--- src/hw/rtl/mles_pkg.sv ---
package mles_pkg;

  localparam int unsigned DefaultWidth = 32;

  typedef enum logic [1:0] {
    StOk   = 2'd0,
    StNone = 2'd1,
    StZero = 2'd2
  } status_e;

  typedef enum logic [3:0] {
    SIdle,
    SDivA,
    SDivB,
    SEucChk,
    SEucDiv,
    SEucMul,
    SChkDiv,
    SFinMul,
    SOut
  } state_e;

endpackage

--- src/hw/rtl/mles_if.sv ---
// Request channel: congruence operands.
interface mles_req_if;
  logic               valid;
  logic               ready;
  logic signed [31:0] coeff_a;
  logic signed [31:0] rhs_b;
  logic signed [31:0] modulus;

  modport source (output valid, coeff_a, rhs_b, modulus, input ready);
  modport sink   (input valid, coeff_a, rhs_b, modulus, output ready);
endinterface

// Response channel: solution and status.
interface mles_rsp_if;
  logic        valid;
  logic        ready;
  logic [30:0] solution;
  logic [1:0]  status;

  modport source (output valid, solution, status, input ready);
  modport sink   (input valid, solution, status, output ready);
endinterface

--- src/hw/rtl/modular_linear_equation_solver.sv ---
// Linear congruence solver: finds an x in [0, |m|) with a*x = b (mod |m|).
// Channels: req_i (sink) carries coeff_a, rhs_b, modulus; rsp_o (source)
// carries solution and status (ok, no solution, zero modulus). Both use
// valid/ready; a transaction completes when both are high at a clock edge.
// One transaction in gives exactly one transaction out.
// One restoring divider (one quotient bit per cycle) and one modular adder
// pair (one multiplier bit per cycle) are shared under a sequencer. It
// first reduces a and b by division; each Euclid step then takes a setup
// state, a division and a modular multiply; a final check division and,
// if it leaves no remainder, a final multiply follow, and the response is
// presented from the output register.
// A zero modulus is answered in the cycle after its request transaction.
// Throughput: one item at a time; req_i.ready is high only while idle.
// Reset clears the sequencer and the response valid; no item survives it.
// A stalled receiver holds the result in the output register, and the block
// takes no new item until that response transaction completes.
module modular_linear_equation_solver #(
  parameter int unsigned WIDTH = mles_pkg::DefaultWidth
) (
  input  logic        clk_i,
  input  logic        rst_ni,
  mles_req_if.sink    req_i,
  mles_rsp_if.source  rsp_o
);

  localparam int unsigned CntW = $clog2(WIDTH);

  mles_pkg::state_e state_q, state_d;

  logic [WIDTH-1:0] m_q, m_d;
  logic [WIDTH-1:0] araw_q, araw_d;   // |a|, later reduced a
  logic [WIDTH-1:0] braw_q, braw_d;   // |b|, later reduced b
  logic             aneg_q, aneg_d;
  logic             bneg_q, bneg_d;
  logic [WIDTH-1:0] r0_q, r0_d, r1_q, r1_d;
  logic [WIDTH-1:0] s0_q, s0_d, s1_q, s1_d;
  // shared divider
  logic [WIDTH-1:0] quo_q, quo_d;
  logic [WIDTH-1:0] rem_q, rem_d;
  logic [WIDTH-1:0] dv_q, dv_d;
  logic [CntW-1:0]  cnt_q, cnt_d;
  // shared modular multiply
  logic [WIDTH-1:0] mx_q, mx_d, my_q, my_d, acc_q, acc_d;
  // result
  logic [30:0]      sol_q, sol_d;
  mles_pkg::status_e st_q, st_d;

  // input magnitudes at WIDTH bits
  logic [WIDTH-1:0] in_a, in_b, in_m;
  logic [WIDTH-1:0] mag_a, mag_b, mag_m;

  // divider step
  logic [WIDTH:0]   div_sh;
  logic             div_ge;
  logic [WIDTH-1:0] div_rem, div_quo;
  logic             div_last;

  // modular adders
  logic [WIDTH:0]   add_acc, add_dbl;
  logic [WIDTH-1:0] acc_nx, dbl_nx;
  logic [WIDTH:0]   sub_res;
  logic [WIDTH-1:0] red_r, qmod;

  assign in_a  = WIDTH'(req_i.coeff_a);
  assign in_b  = WIDTH'(req_i.rhs_b);
  assign in_m  = WIDTH'(req_i.modulus);
  assign mag_a = in_a[WIDTH-1] ? (~in_a + 1'b1) : in_a;
  assign mag_b = in_b[WIDTH-1] ? (~in_b + 1'b1) : in_b;
  assign mag_m = in_m[WIDTH-1] ? (~in_m + 1'b1) : in_m;

  // restoring division, one quotient bit per cycle
  assign div_sh   = {rem_q, quo_q[WIDTH-1]};
  assign div_ge   = div_sh >= {1'b0, dv_q};
  assign div_rem  = div_ge ? WIDTH'(div_sh - {1'b0, dv_q}) : div_sh[WIDTH-1:0];
  assign div_quo  = {quo_q[WIDTH-2:0], div_ge};
  assign div_last = cnt_q == CntW'(WIDTH - 1);

  // (acc + mx) mod m and (mx + mx) mod m
  assign add_acc = {1'b0, acc_q} + {1'b0, mx_q};
  assign add_dbl = {1'b0, mx_q} + {1'b0, mx_q};
  assign acc_nx  = (add_acc >= {1'b0, m_q}) ? WIDTH'(add_acc - {1'b0, m_q})
                                            : add_acc[WIDTH-1:0];
  assign dbl_nx  = (add_dbl >= {1'b0, m_q}) ? WIDTH'(add_dbl - {1'b0, m_q})
                                            : add_dbl[WIDTH-1:0];
  // (s0 - acc) mod m
  assign sub_res = (s0_q >= acc_q) ? {1'b0, s0_q - acc_q}
                                   : {1'b0, s0_q} + {1'b0, m_q} - {1'b0, acc_q};

  // sign fix of a residue; quotient reduced mod m (q never exceeds m)
  always_comb begin
    red_r = div_rem;
    if (state_q == mles_pkg::SDivA) begin
      if (aneg_q && div_rem != '0) red_r = m_q - div_rem;
    end else begin
      if (bneg_q && div_rem != '0) red_r = m_q - div_rem;
    end
  end
  assign qmod = (div_quo >= m_q) ? div_quo - m_q : div_quo;

  always_ff @(posedge clk_i or negedge rst_ni) begin
    if (!rst_ni) begin
      state_q <= mles_pkg::SIdle;
      cnt_q   <= '0;
    end else begin
      state_q <= state_d;
      cnt_q   <= cnt_d;
    end
  end

  always_ff @(posedge clk_i) begin
    m_q    <= m_d;
    araw_q <= araw_d;
    braw_q <= braw_d;
    aneg_q <= aneg_d;
    bneg_q <= bneg_d;
    r0_q   <= r0_d;
    r1_q   <= r1_d;
    s0_q   <= s0_d;
    s1_q   <= s1_d;
    quo_q  <= quo_d;
    rem_q  <= rem_d;
    dv_q   <= dv_d;
    mx_q   <= mx_d;
    my_q   <= my_d;
    acc_q  <= acc_d;
    sol_q  <= sol_d;
    st_q   <= st_d;
  end

  always_comb begin
    state_d = state_q;
    cnt_d   = cnt_q;
    m_d     = m_q;
    araw_d  = araw_q;
    braw_d  = braw_q;
    aneg_d  = aneg_q;
    bneg_d  = bneg_q;
    r0_d    = r0_q;
    r1_d    = r1_q;
    s0_d    = s0_q;
    s1_d    = s1_q;
    quo_d   = quo_q;
    rem_d   = rem_q;
    dv_d    = dv_q;
    mx_d    = mx_q;
    my_d    = my_q;
    acc_d   = acc_q;
    sol_d   = sol_q;
    st_d    = st_q;

    req_i.ready = 1'b0;
    rsp_o.valid = 1'b0;

    unique case (state_q)
      mles_pkg::SIdle: begin
        req_i.ready = 1'b1;
        if (req_i.valid) begin
          m_d    = mag_m;
          araw_d = mag_a;
          braw_d = mag_b;
          aneg_d = in_a[WIDTH-1];
          bneg_d = in_b[WIDTH-1];
          if (mag_m == '0) begin
            sol_d   = '0;
            st_d    = mles_pkg::StZero;
            state_d = mles_pkg::SOut;
          end else begin
            quo_d   = mag_a;
            rem_d   = '0;
            dv_d    = mag_m;
            cnt_d   = '0;
            state_d = mles_pkg::SDivA;
          end
        end
      end

      mles_pkg::SDivA, mles_pkg::SDivB: begin
        quo_d = div_quo;
        rem_d = div_rem;
        cnt_d = cnt_q + 1'b1;
        if (div_last) begin
          cnt_d = '0;
          if (state_q == mles_pkg::SDivA) begin
            araw_d  = red_r;
            quo_d   = braw_q;
            rem_d   = '0;
            state_d = mles_pkg::SDivB;
          end else begin
            braw_d  = red_r;
            r0_d    = araw_q;
            r1_d    = m_q;
            s0_d    = (m_q == WIDTH'(1)) ? '0 : WIDTH'(1);
            s1_d    = '0;
            state_d = mles_pkg::SEucChk;
          end
        end
      end

      mles_pkg::SEucChk: begin
        quo_d = (r1_q == '0) ? braw_q : r0_q;
        dv_d  = (r1_q == '0) ? r0_q : r1_q;
        rem_d = '0;
        cnt_d = '0;
        state_d = (r1_q == '0) ? mles_pkg::SChkDiv : mles_pkg::SEucDiv;
      end

      mles_pkg::SEucDiv: begin
        quo_d = div_quo;
        rem_d = div_rem;
        cnt_d = cnt_q + 1'b1;
        if (div_last) begin
          cnt_d   = '0;
          r0_d    = r1_q;
          r1_d    = div_rem;
          mx_d    = qmod;
          my_d    = s1_q;
          acc_d   = '0;
          state_d = mles_pkg::SEucMul;
        end
      end

      mles_pkg::SEucMul, mles_pkg::SFinMul: begin
        if (my_q == '0) begin
          if (state_q == mles_pkg::SEucMul) begin
            s1_d    = sub_res[WIDTH-1:0];
            s0_d    = s1_q;
            state_d = mles_pkg::SEucChk;
          end else begin
            sol_d   = 31'(acc_q);
            st_d    = mles_pkg::StOk;
            state_d = mles_pkg::SOut;
          end
        end else begin
          if (my_q[0]) acc_d = acc_nx;
          mx_d = dbl_nx;
          my_d = my_q >> 1;
        end
      end

      mles_pkg::SChkDiv: begin
        quo_d = div_quo;
        rem_d = div_rem;
        cnt_d = cnt_q + 1'b1;
        if (div_last) begin
          cnt_d = '0;
          if (div_rem != '0) begin
            sol_d   = '0;
            st_d    = mles_pkg::StNone;
            state_d = mles_pkg::SOut;
          end else begin
            mx_d    = s0_q;
            my_d    = div_quo;
            acc_d   = '0;
            state_d = mles_pkg::SFinMul;
          end
        end
      end

      mles_pkg::SOut: begin
        rsp_o.valid = 1'b1;
        if (rsp_o.ready) state_d = mles_pkg::SIdle;
      end

      default: state_d = mles_pkg::SIdle;
    endcase
  end

  assign rsp_o.solution = sol_q;
  assign rsp_o.status   = st_q;

endmodule

--- src/flat_wrapper.sv ---
// flat-port wrapper written by rule: the top's interface ports become plain ports
module modular_linear_equation_solver_flat 
#(
  parameter int unsigned WIDTH = mles_pkg::DefaultWidth
)
  (clk_i, rst_ni, req_i_valid, req_i_coeff_a, req_i_rhs_b, req_i_modulus, req_i_ready, rsp_o_valid, rsp_o_solution, rsp_o_status, rsp_o_ready);
  mles_req_if req_i_i ();
  mles_rsp_if rsp_o_i ();
  input  logic clk_i;
  input  logic rst_ni;
  input wire logic [$bits(req_i_i.valid)-1:0] req_i_valid;
  input wire logic [$bits(req_i_i.coeff_a)-1:0] req_i_coeff_a;
  input wire logic [$bits(req_i_i.rhs_b)-1:0] req_i_rhs_b;
  input wire logic [$bits(req_i_i.modulus)-1:0] req_i_modulus;
  output wire logic [$bits(req_i_i.ready)-1:0] req_i_ready;
  output wire logic [$bits(rsp_o_i.valid)-1:0] rsp_o_valid;
  output wire logic [$bits(rsp_o_i.solution)-1:0] rsp_o_solution;
  output wire logic [$bits(rsp_o_i.status)-1:0] rsp_o_status;
  input wire logic [$bits(rsp_o_i.ready)-1:0] rsp_o_ready;
  assign req_i_i.valid = req_i_valid;
  assign req_i_i.coeff_a = req_i_coeff_a;
  assign req_i_i.rhs_b = req_i_rhs_b;
  assign req_i_i.modulus = req_i_modulus;
  assign req_i_ready = req_i_i.ready;
  assign rsp_o_valid = rsp_o_i.valid;
  assign rsp_o_solution = rsp_o_i.solution;
  assign rsp_o_status = rsp_o_i.status;
  assign rsp_o_i.ready = rsp_o_ready;
  modular_linear_equation_solver #(.WIDTH(WIDTH)) u_core (.clk_i(clk_i), .rst_ni(rst_ni), .req_i(req_i_i), .rsp_o(rsp_o_i));
endmodule
--- config.mk ---
export PLATFORM = sky130hd
export DESIGN_NAME = modular_linear_equation_solver_flat
export DESIGN_NICKNAME = d
export VERILOG_FILES = /design/src/hw/rtl/mles_pkg.sv /design/src/hw/rtl/mles_if.sv /design/src/hw/rtl/modular_linear_equation_solver.sv /design/src/flat_wrapper.sv
export SDC_FILE = /design/constraint.sdc
export NUM_CORES = 2
export LEC_CHECK = 0
export BUFFER_PORTS_ARGS = -buffer_cell sky130_fd_sc_hd__buf_2
export CORE_ASPECT_RATIO = 1.5
export CORE_UTILIZATION = 54
export DETAILED_ROUTE_END_ITERATION = 10
export HOLD_SLACK_MARGIN = 0.12
export PLACE_DENSITY = 0.78
export SLEW_MARGIN = 10
export SYNTH_ARGS = -nofsm -noshare
export SYNTH_HDL_FRONTEND = slang
export SYNTH_SLANG_ARGS = --single-unit
export TNS_END_PERCENT = 100
--- constraint.sdc ---
create_clock -name clk_i -period 20.3 [get_ports clk_i]
set_input_delay 2.03 -clock clk_i [delete_from_list [all_inputs] [get_ports clk_i]]
set_output_delay 2.03 -clock clk_i [all_outputs]
set_load 0.02 [all_outputs]
---- Word level (Yosys, flattened, before mapping) ----
Cells that the tools add are included.
storage, ports and cells
  input bits .............................. 100
  memories kept ........................... 0
  word-level logic and storage cells ...... 199
  memory bits (writable) .................. 0
  latch bits .............................. 0
  bits in read-only memories .............. 0
  flip-flop bits (word level) ............. 460
operators by class
  $mul .................................... 0
  add/subtract/negate cells ............... 14
  divide/modulo/power cells ............... 0
  eq/ne operators ......................... 26
  reduce and logical (&&, ||, !) cells .... 31
  shift operators ......................... 0
  bitwise logic cells ..................... 3
  muxes and demuxes ....................... 101
  magnitude comparators ................... 5
operators with widths
  kind                     count
  $mux W32                 56
  $pmux W32 S2             7
  $pmux W32 S3             3
  $pmux W32 S4             2
  $sub A32 B32 Y32         7
  $mux W31                 6
  $ge A33 B32 Y1           3
  $add A32 B1 Y32 const B  3
  $logic_not A32 Y1        3
  $not A32 Y32             3
  $pmux W31 S3             1
  $add A32 B32 Y33         2
  $ge A32 B32 Y1           2
  $mux W4                  9
  $add A32 B32 Y32         1
  $eq A32 B1 Y1 const B    1
  $reduce_bool A32 Y1      1
  $pmux W4 S7              1
  $ne A2 B1 Y1 const B     9
  $eq A4 B3 Y1 const B     4
  $mux W5                  3
  $pmux W5 S3              1
  $mux W2                  7
  $ne A2 B2 Y1 const B     7
  20 further kinds         38

---- Depth between registers and ports, before layout ----
  depth in word-level cells ............... 9
  mapped depth ............................ 34
  gate-level depth less buffers ........... 28

---- Worst setup path after synthesis ----
Ideal clock, no wire load.
  path kind ............................... register to register
  start ................................... reg u_core.rem_q[0]
  end ..................................... reg u_core.acc_q[0], enable pin
  path buffers ............................ 4
  path slack .............................. 12274 ps
  stages on the path, launching flop included .. 19
  arrival ................................. 7635 ps
  data required time ...................... 19909 ps
  cells stage by stage .................... edfxtp_1 > ha_1 > nor2b_1 > o31a_4 > o211ai_4 > a311o_2 > nand2_4 > buf_8 > inv_4 > buf_2 > buf_4 > buf_2 > o21ai_0 > nor3b_1 > nand2_1 > nor2_2 > nand3_1 > a32oi_1 > o21a_1
between the ends
  word-level cells in the longest chain between the ends .. 5
  elaborated cells between the ends (all ways) .. 6
ends and longest elaborated chain
  item                                                       line                                                                        source
  start, declared                                            modular_linear_equation_solver.sv:39                                        logic [WIDTH-1:0] rem_q, rem_d;
  start signal, assigned                                     modular_linear_equation_solver.sv:121                                       rem_q <= rem_d;
  $sub A32 B32 Y32 / $ge A33 B32 Y1 (equally long branches)  modular_linear_equation_solver.sv:74, modular_linear_equation_solver.sv:73
  $mux W32 *                                                 modular_linear_equation_solver.sv:74                                        assign div_rem = div_ge ? WIDTH'(div_sh - {1'b0, dv_q}) : div_sh[WIDTH-1:0];
  $reduce_bool A32 Y1 *                                      modular_linear_equation_solver.sv:246                                       if (div_rem != '0) begin
  $ne A2 B2 Y1 (no source line) *                            --
  $reduce_and A6 Y1 (no source line) *                       --
  end signal, assigned                                       modular_linear_equation_solver.sv:125                                       acc_q <= acc_d;
  end, declared                                              modular_linear_equation_solver.sv:43                                        logic [WIDTH-1:0] mx_q, mx_d, my_q, my_d, acc_q, acc_d;
Mark *: on every way between the ends. The rest lies on a longest branch, timed or not.
A chain may end at the register's enable or synchronous reset.

---- Worst setup path in the final report ----
  start ................................... reg u_core.rem_q[15]
  end ..................................... reg u_core.mx_q[4], data pin
between the ends
  word-level cells in the longest chain between the ends .. 5
  elaborated cells between the ends (all ways) .. 6
ends and longest elaborated chain
  item                                                       line                                   source
  $ge A33 B32 Y1 *                                           modular_linear_equation_solver.sv:73   assign div_ge = div_sh >= {1'b0, dv_q};
  $sub A32 B32 Y32 / $ge A32 B32 Y1 (equally long branches)  modular_linear_equation_solver.sv:98   assign qmod = (div_quo >= m_q) ? div_quo - m_q : div_quo;
  $mux W32 *                                                 modular_linear_equation_solver.sv:98
  $mux W32 *                                                 modular_linear_equation_solver.sv:211  if (div_last) begin
  $pmux W32 S3 *                                             modular_linear_equation_solver.sv:154  unique case (state_q)
  net u_core.mx_d[4]                                         modular_linear_equation_solver.sv:43
  end signal, assigned                                       modular_linear_equation_solver.sv:123  mx_q <= mx_d;
  end, declared                                              modular_linear_equation_solver.sv:43
Mark *: on every way through the listed nets, which the timed path passes. The rest lies on a longest branch. The select of a mux whose other input is x is not followed.

==> flow_summary.ini <==
[worst_setup_path]
cpPeakStageDelay_ns = 0.58
slowest_stage = a311o_2
crit-reg2reg-launch = u_core.rem_q[15]
crit_start = u_core.rem_q[15]
crit_type = flip-flop to flip-flop
start_kind = flip-flop
required_ns = 20.66
arrival_ns = 9.05
crit_buf_inv = 3
path_max_fanout = 49
r2r_slack_ns = 11.61
cp_common_cell = a21oi_1
end_kind = flip-flop
path_delay_family = compound AO/OA/AOI/OAI gates

[finish]
drive_gt1_share_pct = 8.26
fillers = 6114
syn2layout_area_growth_pct = 8.81
fin_util_pct = 59.7
fin_nets = 4649
layoutNonFillerInstCount = 5206

[logic_synthesis]
syn_inst = 4231
postSynth.asyncResetShare_pct = 1.96
synth_top_area_share_pct = 36.2
synth_seq_cells = 460
synthFlopType = edfxtp_1
ys_seq_area_share_pct = 36.8
synth-compound-area-share_pct = 22.0
syn_avg_cell_area_sq_um = 8.84
synth_fa_ha_area_share_pct = 10.3
synth.largest_area_cell = edfxtp_1
synth_top_family_by_area = compound AO/OA/AOI/OAI gates
synth_fp_nets = 4606
synth_enable_flop_cells = 451
ys_top_cells_by_area = edfxtp_1 36%, ha_1 8.0%, a21oi_1 4.6%
yosysWarnings = 0
synth_xor_xnor_area_share_pct = 7.02
synthSimpleGateAreaFrac_pct = 16.4
synth_area_sq_um = 37400
synthDistinctLibCells = 102
yosysMostFrequentCell = edfxtp_1
synthTopCellsByCount = 451 x edfxtp_1, 421 x nor2_1, 419 x nand2_1
muxShareOfSynthArea_pct = 2.37

[detailed_routing]
drcViolationCount = 0
viasPerCell = 6.56
vias = 34200
wl_per_cell_um = 25.4
drtIter0Drc = 3653
ant_nets = 0
routed_wl_um = 132000
drt_pre_antenna_iters = 7

[clock_tree]
htreeDepth = 2
numCtsBuffers = 48
clock-sinks = 460
cts_root_buf = clkbuf_16
tritoncts = yes
clkLatencyLatePin_ns = 0.63
cts_resized = 0
postCtsSetupBuffers = 0
clk_pin_slew_ns = 0.07
holdBufCountCts = 0
cts_buffer_depth = 3

[power_and_ir_drop]
p_comb_share_pct = 66.1
switchingPower_mw = 4.10
power.leakage_nw = 16.6
swShare_pct = 50.5
pwr-share-seq_pct = 21.7
ir_worst_vdd_uv = 101
p_per_area_nw_per_um2 = 199
p_int_mw = 4.02
pwr-share-clk_pct = 12.2

[placed_design]
port_buffers = 134
hpwl_um = 101000
place.gp.congestion = 1.03
dp.cells = 5116

[grt]
grt_pass1_wl_um = 197000
grt_overflow = 0
groute.usage.overall_pct = 37.0
antenna_found_initial = 7
grt_start_max_net_pins = 82
grt_pass1_vias = 33200

[floorplanning]
die-area_sq_um = 70400
die_y_um = 324
die_x_um = 217
ios = 135
start_util_pct = 54.9
num_rows = 117
core-area_sq_um = 68200

[timing]
clock-skew-final_ns = 0.0226
slew_viol_final = 0
rsz0062_at_grt = no
fmax_ghz = 0.115
setup_tns_ns = 0
worstMarginPinSlew_ns = 1.27
fin_crit_sh_pct = 42.8
setup_viol = 0
hold_violations = 0
finalCriticalPeriod_ns = 8.69
hold_slack_ns = 0.513
slew_headroom_pct = 14.2

[hold_path]
hold_path.class = flip-flop to flip-flop
worstHoldStart = u_core.cnt_q[3]

[flow_run]
cap_violations = 0

[run_status]
status = finished clean
## cell type report
| cell class | instances | area (sq um) | share of cell area [%] |
|---|---|---|---|
| flip-flops and latches | 460 | 13800 | 33.8 |
| clock buffers | 58 | 1290 | 3.17 |
| well taps | 892 | 1120 | 2.74 |
| clock inverters | 29 | 409 | 1.00 |
| diodes | 3 | 7.51 | 0.0184 |
| multi-input cells | 3271 | 21900 | 53.8 |
| inverters | 311 | 1170 | 2.87 |
| repair buffers | 182 | 1030 | 2.53 |
## through the flow
stage                     total power [mW]  setup WS [ns]  instance area (sq um)
after floorplan                       5.47          12.27                  37400
after global placement                6.89          11.94                  39000
after detailed placement              6.97          11.65                  39000
after CTS                             7.98          11.65                  40700
after global routing                  8.57          11.04                  40700
final                                 8.12          11.61                  40700
## logic make-up (layout without fill, tap and decap cells)
family	count (synthesis)	in the layout
adders and majority gates	288	288
buffers and inverters	500	580
and+or+nand+nor	1324	1324
muxes	87	87
AOI/OAI and AO/OA	1272	1272
other	0	3
DFF	460	460
xor gates and xnor gates	300	300
## power by group through the flow
stage / clock, mW / combinational (mW) / sequential [mW]
6_report: 0.989 / 5.37 / 1.76
5_1_grt: 1.02 / 5.78 / 1.77
3_5_place_dp: 0 / 5.21 / 1.76
4_1_cts: 0.991 / 5.25 / 1.74
2_1_floorplan: 0 / 3.81 / 1.67
3_3_place_gp: 0 / 5.13 / 1.76
## worst register-to-register path, delay by kind of cell, from the launching register on
kind | cells | cell delay (ns)
muxes | 1 | 0.32
DFF | 1 | 0.42
AOI/OAI and AO/OA | 14 | 4.18
and+or+nand+nor | 5 | 1.19
adders and majority gates | 3 | 1.14
buffers and inverters | 3 | 1.17
## cells in the final DEF, fill, tap and decap left out, types with 54 or more instances in the layout
cell type,count
o21ai_0,323
nor3_1,55
ha_1,238
inv_1,307
xor2_1,116
a21oi_1,341
and2_1,54
mux2i_1,78
nand3_1,61
xnor2_1,184
edfxtp_1,451
nor2_1,412
a21o_1,88
buf_2,134
nand2_1,417
## per-layer routing
| metal | vias up | wire length (um) | track usage [%] |
|---|---|---|---|
| li1 | 15600 | - | - |
| met1 | 16200 | 44900 | 39.3 |
| met2 | 1824 | 63400 | 62.5 |
| met3 | 560 | 10400 | 7.02 |
| met4 | 2 | 13400 | 32.5 |
| met5 | - | 10 | 0 |
## final timing paths
path	endpoint	cells past startpoint
min in group asynchronous	u_core.state_q[1]	1
worst max-delay path	u_core.mx_q[4]	26
worst max register to register	u_core.mx_q[4]	26
max in group asynchronous	u_core.state_q[1]	1
worst min-delay path	u_core.cnt_q[3]	1
worst min register to register	u_core.cnt_q[3]	1
No activity file was read; power rests on OpenSTA's default activity.
